<file path="config.mk">
export PLATFORM = sky130hd
export DESIGN_NAME = tceb_ctrl
export DESIGN_NICKNAME = d
export VERILOG_FILES = /design/src/sv/tceb_pkg.sv /design/src/sv/tceb_ctrl.sv
export SDC_FILE = /design/constraint.sdc
export NUM_CORES = 1
export LEC_CHECK = 0
export BUFFER_PORTS_ARGS = -buffer_cell sky130_fd_sc_hd__buf_2
export CAP_MARGIN = 15
export CORE_MARGIN = 10
export CORE_UTILIZATION = 38
export DETAILED_ROUTE_END_ITERATION = 8
export SYNTH_ARGS = -nofsm -noshare
export SYNTH_HDL_FRONTEND = slang
export SYNTH_SLANG_ARGS = --single-unit
</file>
<file path="constraint.sdc">
create_clock -name clk -period 1.9 [get_ports clk]
set_clock_uncertainty 0.05 [all_clocks]
set_input_delay 0.285 -clock clk [delete_from_list [all_inputs] [get_ports clk]]
set_output_delay 0.285 -clock clk [all_outputs]
set_load 0.01 [all_outputs]
</file>
<file path="src/sv/tceb_pkg.sv">
// ----------------------------------------------------------------------------
// tceb_pkg
// Shared request codes, result codes and the controller/datapath interface
// structs of the timestamp coincidence event builder.
// ----------------------------------------------------------------------------
package tceb_pkg;

  typedef enum logic [1:0] {
    REQ_HIT    = 2'd0,
    REQ_MARK   = 2'd1,
    REQ_BUILD  = 2'd2,
    REQ_OFFSET = 2'd3
  } req_t;

  localparam logic ST_BUILT = 1'b0;
  localparam logic ST_NONE  = 1'b1;

  localparam logic [2:0] CFG_PRE_TRIGGER   = 3'd0;
  localparam logic [2:0] CFG_WINDOW_LENGTH = 3'd1;
  localparam logic [2:0] CFG_SAFE_READS    = 3'd2;
  localparam logic [2:0] CFG_CHANNEL_COUNT = 3'd3;
  localparam logic [2:0] CFG_TRIGGER_MASK  = 3'd4;

  typedef struct packed {
    logic latch_req;
    logic use_req_ch;
    logic push_hit;
    logic push_mark;
    logic dec_rc;
    logic load_off;
    logic drop_head;
    logic rd_head;
    logic set_mark;
    logic time_check;
    logic get_load;
    logic earl_init;
    logic earl_upd;
    logic find_init;
    logic find_hit;
    logic find_need;
    logic win_start;
    logic win_end;
    logic buf_wr_hit;
    logic buf_wr_miss;
    logic buf_rd;
    logic out_load_buf;
    logic out_load_fail;
    logic out_last;
  } cmd_t;

  typedef struct packed {
    req_t rq_type;
    logic rq_active;
    logic rq_valid;
    logic cnt_zero;
    logic rd_mark;
    logic grl_lt_earl;
    logic mark_gt_grl;
    logic need_bad;
    logic found;
    logic start_pos;
    logic t_lt_start;
    logic t_lt_end;
    logic mark_gt_trs;
    logic out_busy;
  } sts_t;

endpackage

</file>
<file path="src/sv/tceb_ctrl.sv">
// ----------------------------------------------------------------------------
// tceb_ctrl
// Sequencer of the event builder: request dispatch, marker broadcast, build
// phases, and the shared pop and fetch routines on the channel FIFOs.
// ----------------------------------------------------------------------------
module tceb_ctrl #(
  parameter int CHANNELS = 16,
  localparam int NW = $clog2(CHANNELS + 1)
) (
  input  logic           clk,
  input  logic           rst,
  input  logic           in_valid,
  output logic           in_ready,
  output tceb_pkg::cmd_t cmd,
  output logic [NW-1:0]  sel_ch,
  input  tceb_pkg::sts_t sts,
  input  logic [NW-1:0]  n_act
);

  typedef enum logic [4:0] {
    S_IDLE, S_DISP, S_MPUSH, S_A1, S_A2, S_A3, S_FINIT, S_B1, S_B2, S_B3, S_B4,
    S_PTG2, S_C1, S_C2, S_C3, S_C4, S_EINIT, S_E1, S_E2, S_E3, S_EM0, S_EM1,
    S_FAIL, S_P0, S_P1, S_P2, S_G0, S_G1, S_G2
  } state_t;

  state_t        state, state_next;
  state_t        pop_ret, pop_ret_next;
  state_t        get_ret, get_ret_next;
  logic [NW-1:0] c, c_next;
  logic          ok, ok_next;
  logic          second, second_next;
  logic          at_end;
  logic          last_c;

  assign sel_ch   = c;
  assign in_ready = (state == S_IDLE);
  assign at_end   = (c == n_act);
  assign last_c   = ((NW + 1)'(c) + (NW + 1)'(1)) == (NW + 1)'(n_act);

  always_comb begin
    cmd          = '0;
    state_next   = state;
    pop_ret_next = pop_ret;
    get_ret_next = get_ret;
    c_next       = c;
    ok_next      = ok;
    second_next  = second;
    unique case (state)
      S_IDLE: begin
        cmd.latch_req = in_valid;
        if (in_valid) state_next = S_DISP;
      end
      S_DISP: begin
        cmd.use_req_ch = 1'b1;
        state_next     = S_IDLE;
        unique case (sts.rq_type)
          tceb_pkg::REQ_HIT:    cmd.push_hit = sts.rq_active;
          tceb_pkg::REQ_OFFSET: cmd.load_off = sts.rq_valid;
          tceb_pkg::REQ_MARK: begin
            cmd.dec_rc = 1'b1;
            c_next     = '0;
            state_next = S_MPUSH;
          end
          tceb_pkg::REQ_BUILD: begin
            if (n_act == '0) begin
              state_next = S_FAIL;
            end else begin
              cmd.earl_init = 1'b1;
              c_next        = '0;
              second_next   = 1'b0;
              state_next    = S_A1;
            end
          end
        endcase
      end
      S_MPUSH: begin
        if (at_end) begin
          state_next = S_IDLE;
        end else begin
          cmd.push_mark = 1'b1;
          c_next        = c + NW'(1);
        end
      end
      S_A1: begin
        if (at_end) begin
          if (sts.grl_lt_earl) begin
            c_next     = '0;
            state_next = S_A2;
          end else begin
            state_next = second ? S_EINIT : S_FINIT;
          end
        end else begin
          cmd.earl_upd = 1'b1;
          c_next       = c + NW'(1);
        end
      end
      S_A2: begin
        if (at_end) begin
          state_next = second ? S_EINIT : S_FINIT;
        end else if (sts.mark_gt_grl) begin
          pop_ret_next = S_A3;
          state_next   = S_P0;
        end else begin
          c_next = c + NW'(1);
        end
      end
      S_A3: state_next = ok ? S_A2 : S_FAIL;
      S_FINIT: begin
        cmd.find_init = 1'b1;
        c_next        = '0;
        state_next    = S_B1;
      end
      S_B1: begin
        if (at_end) begin
          state_next = S_B3;
        end else begin
          get_ret_next = S_B2;
          state_next   = S_G0;
        end
      end
      S_B2: begin
        cmd.find_hit  = ok;
        cmd.find_need = !ok;
        c_next        = c + NW'(1);
        state_next    = S_B1;
      end
      S_B3: begin
        if (sts.need_bad || !sts.found) begin
          state_next = S_FAIL;
        end else begin
          cmd.win_start = 1'b1;
          state_next    = S_B4;
        end
      end
      S_B4: begin
        cmd.win_end = 1'b1;
        c_next      = '0;
        state_next  = sts.start_pos ? S_C1 : S_PTG2;
      end
      S_PTG2: begin
        cmd.earl_init = 1'b1;
        c_next        = '0;
        second_next   = 1'b1;
        state_next    = S_A1;
      end
      S_C1: begin
        if (at_end) begin
          state_next = S_PTG2;
        end else begin
          get_ret_next = S_C2;
          state_next   = S_G0;
        end
      end
      S_C2: begin
        if (!ok) begin
          state_next = S_C4;
        end else if (sts.t_lt_start) begin
          pop_ret_next = S_C3;
          state_next   = S_P0;
        end else begin
          c_next     = c + NW'(1);
          state_next = S_C1;
        end
      end
      S_C3: begin
        if (ok) begin
          get_ret_next = S_C2;
          state_next   = S_G0;
        end else begin
          state_next = S_C4;
        end
      end
      S_C4: begin
        if (sts.mark_gt_trs) begin
          state_next = S_FAIL;
        end else begin
          c_next     = c + NW'(1);
          state_next = S_C1;
        end
      end
      S_EINIT: begin
        c_next     = '0;
        state_next = S_E1;
      end
      S_E1: begin
        if (at_end) begin
          c_next     = '0;
          state_next = S_EM0;
        end else begin
          get_ret_next = S_E2;
          state_next   = S_G0;
        end
      end
      S_E2: begin
        if (!ok) begin
          state_next = S_FAIL;
        end else if (sts.t_lt_end) begin
          cmd.buf_wr_hit = 1'b1;
          pop_ret_next   = S_E3;
          state_next     = S_P0;
        end else begin
          cmd.buf_wr_miss = 1'b1;
          c_next          = c + NW'(1);
          state_next      = S_E1;
        end
      end
      S_E3: begin
        c_next     = c + NW'(1);
        state_next = S_E1;
      end
      S_EM0: begin
        cmd.buf_rd = 1'b1;
        state_next = S_EM1;
      end
      S_EM1: begin
        if (!sts.out_busy) begin
          cmd.out_load_buf = 1'b1;
          cmd.out_last     = last_c;
          if (last_c) begin
            state_next = S_IDLE;
          end else begin
            c_next     = c + NW'(1);
            state_next = S_EM0;
          end
        end
      end
      S_FAIL: begin
        if (!sts.out_busy) begin
          cmd.out_load_fail = 1'b1;
          state_next        = S_IDLE;
        end
      end
      S_P0: begin
        if (sts.cnt_zero) begin
          ok_next    = 1'b0;
          state_next = pop_ret;
        end else begin
          cmd.drop_head = 1'b1;
          state_next    = S_P1;
        end
      end
      S_P1: begin
        if (sts.cnt_zero) begin
          ok_next    = 1'b0;
          state_next = pop_ret;
        end else begin
          cmd.rd_head = 1'b1;
          state_next  = S_P2;
        end
      end
      S_P2: begin
        if (sts.rd_mark) begin
          cmd.set_mark  = 1'b1;
          cmd.drop_head = 1'b1;
          state_next    = S_P1;
        end else begin
          cmd.time_check = 1'b1;
          ok_next        = 1'b1;
          state_next     = pop_ret;
        end
      end
      S_G0: begin
        if (sts.cnt_zero) begin
          ok_next    = 1'b0;
          state_next = get_ret;
        end else begin
          cmd.rd_head = 1'b1;
          state_next  = S_G1;
        end
      end
      S_G1: begin
        if (sts.rd_mark) begin
          pop_ret_next = S_G2;
          state_next   = S_P0;
        end else begin
          cmd.get_load = 1'b1;
          ok_next      = 1'b1;
          state_next   = get_ret;
        end
      end
      S_G2: begin
        cmd.get_load = ok;
        state_next   = get_ret;
      end
      default: state_next = S_IDLE;
    endcase
  end

  always_ff @(posedge clk) begin
    if (rst) begin
      state   <= S_IDLE;
      pop_ret <= S_IDLE;
      get_ret <= S_IDLE;
      c       <= '0;
      ok      <= 1'b0;
      second  <= 1'b0;
    end else begin
      state   <= state_next;
      pop_ret <= pop_ret_next;
      get_ret <= get_ret_next;
      c       <= c_next;
      ok      <= ok_next;
      second  <= second_next;
    end
  end

endmodule

</file>
# After elaboration in Yosys (flattened, before gate mapping)
# Cells that the tools add are included.
[word_totals]
elab_cells = 194
inputBits = 23
out_inout_bits = 30
regBits = 22
[op_classes]
n_reduce_logical = 24
mux = 98
n_addsub = 2
eq_ne = 64
[op_table]
columns = ["operator", "count"]
rows = [
  ["$mux W5", 49],
  ["$pmux W5 S27", 1],
  ["$eq A5 B5 Y1 const B", 13],
  ["$pmux W5 S11", 1],
  ["$ne A2 B2 Y1 const B", 25],
  ["$eq A5 B4 Y1 const B", 8],
  ["$pmux W5 S4", 2],
  ["$mux W1", 29],
  ["$eq A5 B3 Y1 const B", 4],
  ["$pmux W5 S2", 2],
  ["$reduce_and A15 Y1", 1],
  ["$mux W2", 6],
  ["$reduce_bool A11 Y1", 1],
  ["$eq A5 B2 Y1 const B", 2],
  ["$logic_not A5 Y1", 2],
  ["$pmux W1 S2", 5],
  ["$reduce_or A2 Y1", 5],
  ["$ne A3 B3 Y1 const B", 3],
  ["$reduce_and A8 Y1", 1],
  ["$reduce_bool A4 Y1", 2],
  ["$add A5 B1 Y6 const B", 1],
  ["$eq A6 B5 Y1", 1],
  ["$mux W3", 2],
  ["$reduce_and A3 Y1", 2],
  ["16 further kinds", 20],
]

# Logic depth before layout (Yosys ltp)
# Gate-level depths: netlist of the first run.
[logic_depth]
ltp_word = 5
ltp_mapped = 10
depth_no_buf = 9

# Worst setup path after synthesis of the first run
# OpenSTA, ideal clock, no wires.
[synth_timing]
path_type = "reg-to-reg"
startpoint = "register c[0], in the netlist sel_ch[0]"
endpoint = "register c[3], in the netlist sel_ch[3]"
period_less_slack_ps = 2015
setup_ps = 92
stages_incl_launch_ff = 9
arrival_ps = 1873
required_ps = 1758
setup_slack_ps = -115
path_buffers = 0
cell_sequence = "dfxtp_1 -> ha_1 -> xor2_1 -> a211oi_1 -> nand4_1 -> o2111ai_2 -> nor3_4 -> a21boi_1 -> o32ai_1"
[synth_between]
elab_chain_cells = 4
word_cells_on_any_way = 22
classes_between = "add/sub: 2; eq/ne: 7; mux: 12; reduce/logical: 1"
[synth_lines]
columns = ["element", "line_no", "source"]
rows = [
  ["start: declaration", "tceb_ctrl.sv:29", "logic [NW-1:0] c, c_next;"],
  ["start signal: assignment", "tceb_ctrl.sv:301", "c <= c_next;"],
  ["$add A5 B1 Y6 / $add A5 B1 Y5 (equally long branches)", "--", ""],
  ["$eq A6 B5 Y1, or another cell as far along", "tceb_ctrl.sv:38", "assign last_c = ((NW + 1)'(c) + (NW + 1)'(1)) == (NW + 1)'(n_act);"],
  ["$ne A2 B2 Y1 (no source line), or another cell as far along", "--", ""],
  ["$reduce_and A15 Y1 (no source line) / $pmux W5 S11 (equally long branches)", "--", ""],
]
# Parallel ways exist; a longest one is shown, timed or not. The select of a mux whose other input is x is not followed.
# A chain may end at the register's enable or synchronous reset.

==> results.md, run 1 <==
- Outcome: complete, but fails checks
- Failing checks: negative setup slack
- Ys flop type: dfxtp_1
- PD cells: 822 nW/um^2
- Mapped Avg Cell Area: 7.13 sq um
- Critical Path Sink Type: primary output
- Seq pwr share: 12.6%
- Layout Area Growth over Synthesis: 117%
- Drt via density: 6.37
- Routed wire length: 14,800 microns
- Pin count of the biggest net entering global routing: 18
- Cell Chain, Critical Path: ha_4 > xor2_2 > a211oi_2 > nand4_1 > buf_4 > nor3_4 > buf_2
- Root buf cell: clkbuf_8
- Fin. Hold Viols: 0
- Critical path's largest stage delay: 370 ps
- Mux contribution to synthesized area: 1.66%
- GP Congestion: 1.02
- Row count: 29
- Min Tclk post-route: 2280 ps
- WP data arrival: 1940 ps
- Final Max Slew Viols: 0
- TritonRoute pass-1 iters: 5
- Combinational share of power: 76.8%
- Routed length per instance: 23.7 microns
- Die width: 99.8 microns
- Sw Share: 44.6%
- CTS buffer count: 3
- Crit-path slowest cell: dfxtp_4
- Fmax: 439 MHz
- Setup Viol. Count Final: 34
- Top cells by area, synth: dfxtp_1, a21oi_1, nor2_1, nor2b_1, nand3_1
- Leading area contributor after synthesis: dfxtp_1
- Largest family of logic cells by synthesized area: simple AND/OR/NAND/NOR gates
- PortBufs: 52
- Syn nets: 367
- Post-Synth Adder-Cell Area: 2.59%
- Worst Path Required: 1560 ps
- Die ar.: 9960 sq um
- Sequential area share after synthesis: 16.6%
- Antenna Cells: 0
- YS warnings: 0
- Synth Area in Compound Gates: 31.0%
- First-pass GRT wire length: 20,100 microns
- Initial Utilization: 38.5%
- Worst skew pair latency: 280 ps
- Psw: 1.92 mW
- DRC Markers: 0
- Post-synth EDFFs: 0
- HPWL after DPL: 8790 microns
- Finished Core Util: 83.5%
- Clock slew at reported path FFs: 90 ps
- Yosys cell types: 66
- Clock Path Buffers: 2
- Max cap viols: 0
- Crit path kind: flop to primary output
- Die height: 99.8 microns
- Post-Syn Instances: 339
- Io pins: 53
- Post-synthesis simple-gate area fraction: 36.0%
- Vias in the first global route: 3,866
- Measured slew at the worst slew-check pin: 581 ps
- Share of layout cells above drive strength 1: 66.8%
- Post-route antenna net violation count: 0
- Xor and xnor area share after synthesis: 3.62%
- # H-tree levels: 1
- Power Total: 4.31 mW
- Leakage power: 2.24 nW
- Worst setup SP type: flop
- Layout Nets: 575
- RSZ-0062 raised after global routing: yes
- Clk pwr share: 10.5%
- Max-slew headroom: 60.9%
- Violation count after the first detailed-route iteration: 472
- Synth top cells by count: a21oi_1, nor2_1, nand2_1
- Async SR Flop Fraction: 0%
- Vias: 3,966
- Tcrit/Tclk final: 120%
- Hold-fix buffers, CTS: 0
- Total GRT Usage: 25.1%
- Core region area: 6280 sq um
- Synthesized area: 2420 sq um
- Final worst slack: -377 ps
- Worst-path fanout max: 4
- Hold/Removal Path Class: input pin to flop
- Fillers: 328
- Maximum vdd ir drop: 0.801 mV
- Fin Hold WS: 351 ps
- Initial antenna violation count: 0
- Top-area cell type share of the netlist area: 16.6%
- Yosys reg bits: 20
- Clk sinks: 20
- Global route overflow: 0
- Cell Int Power: 2.39 mW
- TritonCTS clock tree: done
## path summary, 6_finish.rpt
check	start	to	slack, ps	depth (start not counted)
worst min-delay path	rst	ok	350	2
worst max register to register	state[2]	sel_ch[4]	-330	9
worst min register to register	get_ret[3]	get_ret[3]	460	2
worst max-delay path	sel_ch[1]	cmd[0]	-380	7
## sequential cells by signal (all words and copies together) (netlist names)
register	count
second	1
ok	1
pop_ret	5
get_ret	3
state	5
sel_ch	5
## metal layers
metal | routed length [microns] | up-vias | GRT usage [%]
met5 | 0 | - | 0
met4 | 862 | 0 | 14.7
met3 | 1480 | 95 | 6.59
met2 | 6910 | 314 | 42.7
met1 | 5520 | 1878 | 27.4
li1 | - | 1679 | -
## cells in the final DEF (no fill, tap or decap), types with 6 or more instances in the layout
cell type,instances
buf_12,6
nand3_1,10
buf_4,115
nor2b_4,6
nor2_4,8
buf_6,61
and3_4,6
nor2b_1,6
nand2_1,13
buf_2,40
nor3_2,6
buf_8,6
dfxtp_1,12
dfxtp_4,7
o22ai_2,8
nor2_1,20
nor3_4,8
a21oi_1,16
inv_1,11
nand2b_1,8
a21oi_2,11
## cell type report
type / instances / area, sq um / share of cell area [%]
timing repair buffer: 228 / 1960 / 37.4
inverter: 13 / 51.3 / 0.979
multi-input combinational: 281 / 2630 / 50.2
clock inverter: 1 / 30.0 / 0.573
clock buffer: 3 / 41.3 / 0.788
sequential: 20 / 428 / 8.17
tap: 77 / 96.3 / 1.84
## critical path: cells and delay by family (launching register included)
| family | cells | cell delay (ps) |
|---|---|---|
| XOR/XNOR | 1 | 140 |
| flip-flops | 1 | 370 |
| adder cells (fa/ha/maj) | 1 | 250 |
| AND/OR/NAND/NOR | 2 | 350 |
| buffers and inverters | 2 | 360 |
| AO/OA/AOI/OAI | 1 | 210 |
## through the flow
step / instances / instance area [sq um] / setup slack, ps / setup TNS [ps]
6_report: 623 / 5240 / -377 / -6240
5_1_grt: 623 / 5240 / -440 / -7660
4_1_cts: 602 / 4590 / -322 / -4180
3_5_place_dp: 548 / 3460 / -440 / -6370
3_3_place_gp: 548 / 3460 / -450 / -7040
2_1_floorplan: 339 / 2460 / 2.27 / 0
## repair_timing
item	CTS	global route
resized for setup	147	102
pin swaps	45	43
setup endpoints to repair	42	43
setup buffers	54	25
## power groups by stage
stage,clock (mW),sequential [mW],combinational (mW)
after floorplan,0,0.507,1.13
after global placement,0,0.558,1.94
after detailed placement,0,0.557,1.94
after CTS,0.450,0.541,2.65
after global routing,0.467,0.547,3.43
final,0.454,0.543,3.31
## kinds of logic (layout without fill, tap and decap cells)
kind of cell	after synthesis	after routing
buffers and inverters	38	245
AND/OR/NAND/NOR	159	159
multiplexers	4	4
flip-flops	20	20
XOR/XNOR	10	10
adder cells (fa/ha/maj)	5	5
AO/OA/AOI/OAI	103	103
Power figures use the tool's default switching activity.
==> run 2, diff against run 1 <==
CAP_MARGIN = 20   (was 15)
PLACE_DENSITY = 0.64   (was not set)
==> results.md, run 2 (same netlist as run 1, synthesis figures left out) <==
- Global route overflow: 0 (unchanged)
- Worst Path Required: 2020 ps (+460 ps)
- Initial antenna violation count: 0 (unchanged)
- Cell Chain, Critical Path: buf_6 > buf_4 > nor2b_4 > buf_4 > a22o_1 > a31oi_1 > o211ai_1 > a211oi_2 > nand3_1 > a22o_1
- GP Congestion: 1.01 (-0.43%)
- Final Max Slew Viols: 0 (unchanged)
- Cell Int Power: 2.44 mW (+2.3%)
- Clk sinks: 20 (unchanged)
- Tcrit/Tclk final: 116% (-3.5 points)
- Min Tclk post-route: 2210 ps (-65.7 ps)
- Post-route antenna net violation count: 0 (unchanged)
- Vias: 3,898 (-1.7%)
- Root buf cell: clkbuf_8
- PD cells: 845 nW/um^2 (+2.9%)
- Antenna Cells: 0 (unchanged)
- Most common cell after layout, fill and taps aside: buf_4
- Worst-path fanout max: 4 (unchanged)
- Layout Area Growth over Synthesis: 114%
- Total GRT Usage: 24.3% (-0.78 points)
- Max-slew headroom: 60.9% (about the same)
- HPWL after DPL: 9060 microns (+3.1%)
- TritonRoute pass-1 iters: 7 (+2)
- Die height: 99.8 microns (unchanged)
- Max cap viols: 0 (unchanged)
- Routed length per instance: 23.4 microns (-1.2%)
- PortBufs: 52 (unchanged)
- Fin. Hold Viols: 0 (unchanged)
- Final worst slack: -311 ps (+65.7 ps)
- Layout Nets: 578 (+0.52%)
- RSZ-0062 raised after global routing: yes
- Psw: 1.94 mW (+1.1%)
- Outcome: complete, but fails checks
- WP data arrival: 2330 ps (+390 ps)
- Worst setup SP type: flop
- Placement Setup Slack: -451 ps (-11.4 ps)
- Critical Path Sink Type: flop
- Setup Viol. Count Final: 42 (+24%)
- Fin Hold WS: 383 ps (+32.0 ps)
- Initial Utilization: 38.5% (unchanged)
- Drt via density: 6.23 (-2.2%)
- CTS buffer count: 3 (unchanged)
- DRC Markers: 0 (unchanged)
- Combinational share of power: 76.4% (-0.4 points)
- Routed wire length: 14,700 microns (-0.72%)
- Cell area after layout: 5180 sq um (-1.1%)
- Area post-placement: 3590 sq um (+3.8%)
- Clk pwr share: 10.4% (about the same)
- Pin count of the biggest net entering global routing: 21 (+3)
- Sw Share: 44.3% (-0.29 points)
- Seq pwr share: 13.1% (+0.5 points)
- Leakage power: 2.17 nW (-2.9%)
- Hold/Removal Path Class: input pin to flop
- Most frequent cells in the layout: buf_4, buf_6, buf_2
- Fmax: 452 MHz (+3.0%)
- Worst skew pair latency: 270 ps (about the same)
- Hold-fix buffers, CTS: 0 (unchanged)
- Io pins: 53 (unchanged)
- Die ar.: 9960 sq um (unchanged)
- Clock Path Buffers: 2 (unchanged)
- Violation count after the first detailed-route iteration: 498 (+5.5%)
- Row count: 29 (unchanged)
- TritonCTS clock tree: done
- Crit path kind: flop to flop
- Core region area: 6280 sq um (unchanged)
- Finished Core Util: 82.6% (-0.90 points)
- Clock slew at reported path FFs: 90 ps (about the same)
- Vias in the first global route: 3,724 (-3.7%)
- Measured slew at the worst slew-check pin: 587 ps (+5.47 ps)
- Maximum vdd ir drop: 0.655 mV (-18%)
- # H-tree levels: 1 (unchanged)
- Die width: 99.8 microns (unchanged)
- Share of layout cells above drive strength 1: 66.7% (-0.18 points)
- Sum Neg Setup Slack: -7030 ps (-787 ps)
- First-pass GRT wire length: 19,700 microns (-2.1%)
- Crit-path slowest cell: dfxtp_4
- Fillers: 373 (+14%)
- Failing checks: negative setup slack
- Critical path's largest stage delay: 380 ps (about the same)
## run 2: cell types whose count changed in the layout (fill, tap and decap cells not counted), sizes merged
cell,before,now
buf,228,231
clkinvlp,0,1
inv,12,11
## run 2: power groups by stage
stage	clock network [mW]	registers [mW]	logic [mW]
floorplan	0	0.507	1.13
global placement	0	0.546	2.05
detailed placement	0	0.547	2.05
CTS	0.462	0.557	2.59
global route	0.473	0.575	3.47
finish	0.457	0.576	3.35
## run 2: path summary, 6_finish.rpt
path / from / to / slack (ps) / depth (start not counted)
setup reg to reg: state[2] / state[1] / -310 / 10
setup / recovery: state[2] / state[1] / -310 / 10
hold / removal: sts[4] / state[2] / 380 / 4
hold reg to reg: pop_ret[3] / pop_ret[3] / 470 / 1
## run 2: area by class of cell
cell class | count | area [sq um] | share of cell area (%)
Multi-Input combinational cell | 281 | 2610 | 50.3
Timing Repair Buffer | 231 | 1930 | 37.2
Sequential cell | 20 | 429 | 8.28
Tap cell | 77 | 96.3 | 1.86
Inverter | 13 | 52.6 | 1.01
Clock buffer | 3 | 41.3 | 0.797
Clock inverter | 1 | 30.0 | 0.579
## run 2: metrics by stage
stage | power (mW) | std cells
floorplan | 1.63 | 339
global placement | 2.60 | 567
detailed placement | 2.60 | 567
CTS | 3.61 | 600
global route | 4.51 | 626
finish | 4.38 | 626
## run 2: critical path: cells and delay by family, from the launching register on
family	cells	cell delay, ps
AOI/OAI and AO/OA	5	990
buffers and inverters	3	400
DFF	1	380
and+or+nand+nor	2	290
## run 2: timing repair
action | in CTS | in global routing
pin swaps | 42 | 51
endpoints found under the setup margin | 42 | 43
buffers inserted | 32 | 32
resized for setup | 131 | 111
## run 2: layer usage
| metal | part of all wire (%) | up-vias | global-route usage (%) |
|---|---|---|---|
| li1 | - | 1685 | - |
| met1 | 35 | 1832 | 28.3 |
| met2 | 49 | 271 | 40.9 |
| met3 | 8.4 | 110 | 5.49 |
| met4 | 7.8 | 0 | 11.7 |
| met5 | 0 | - | 0 |
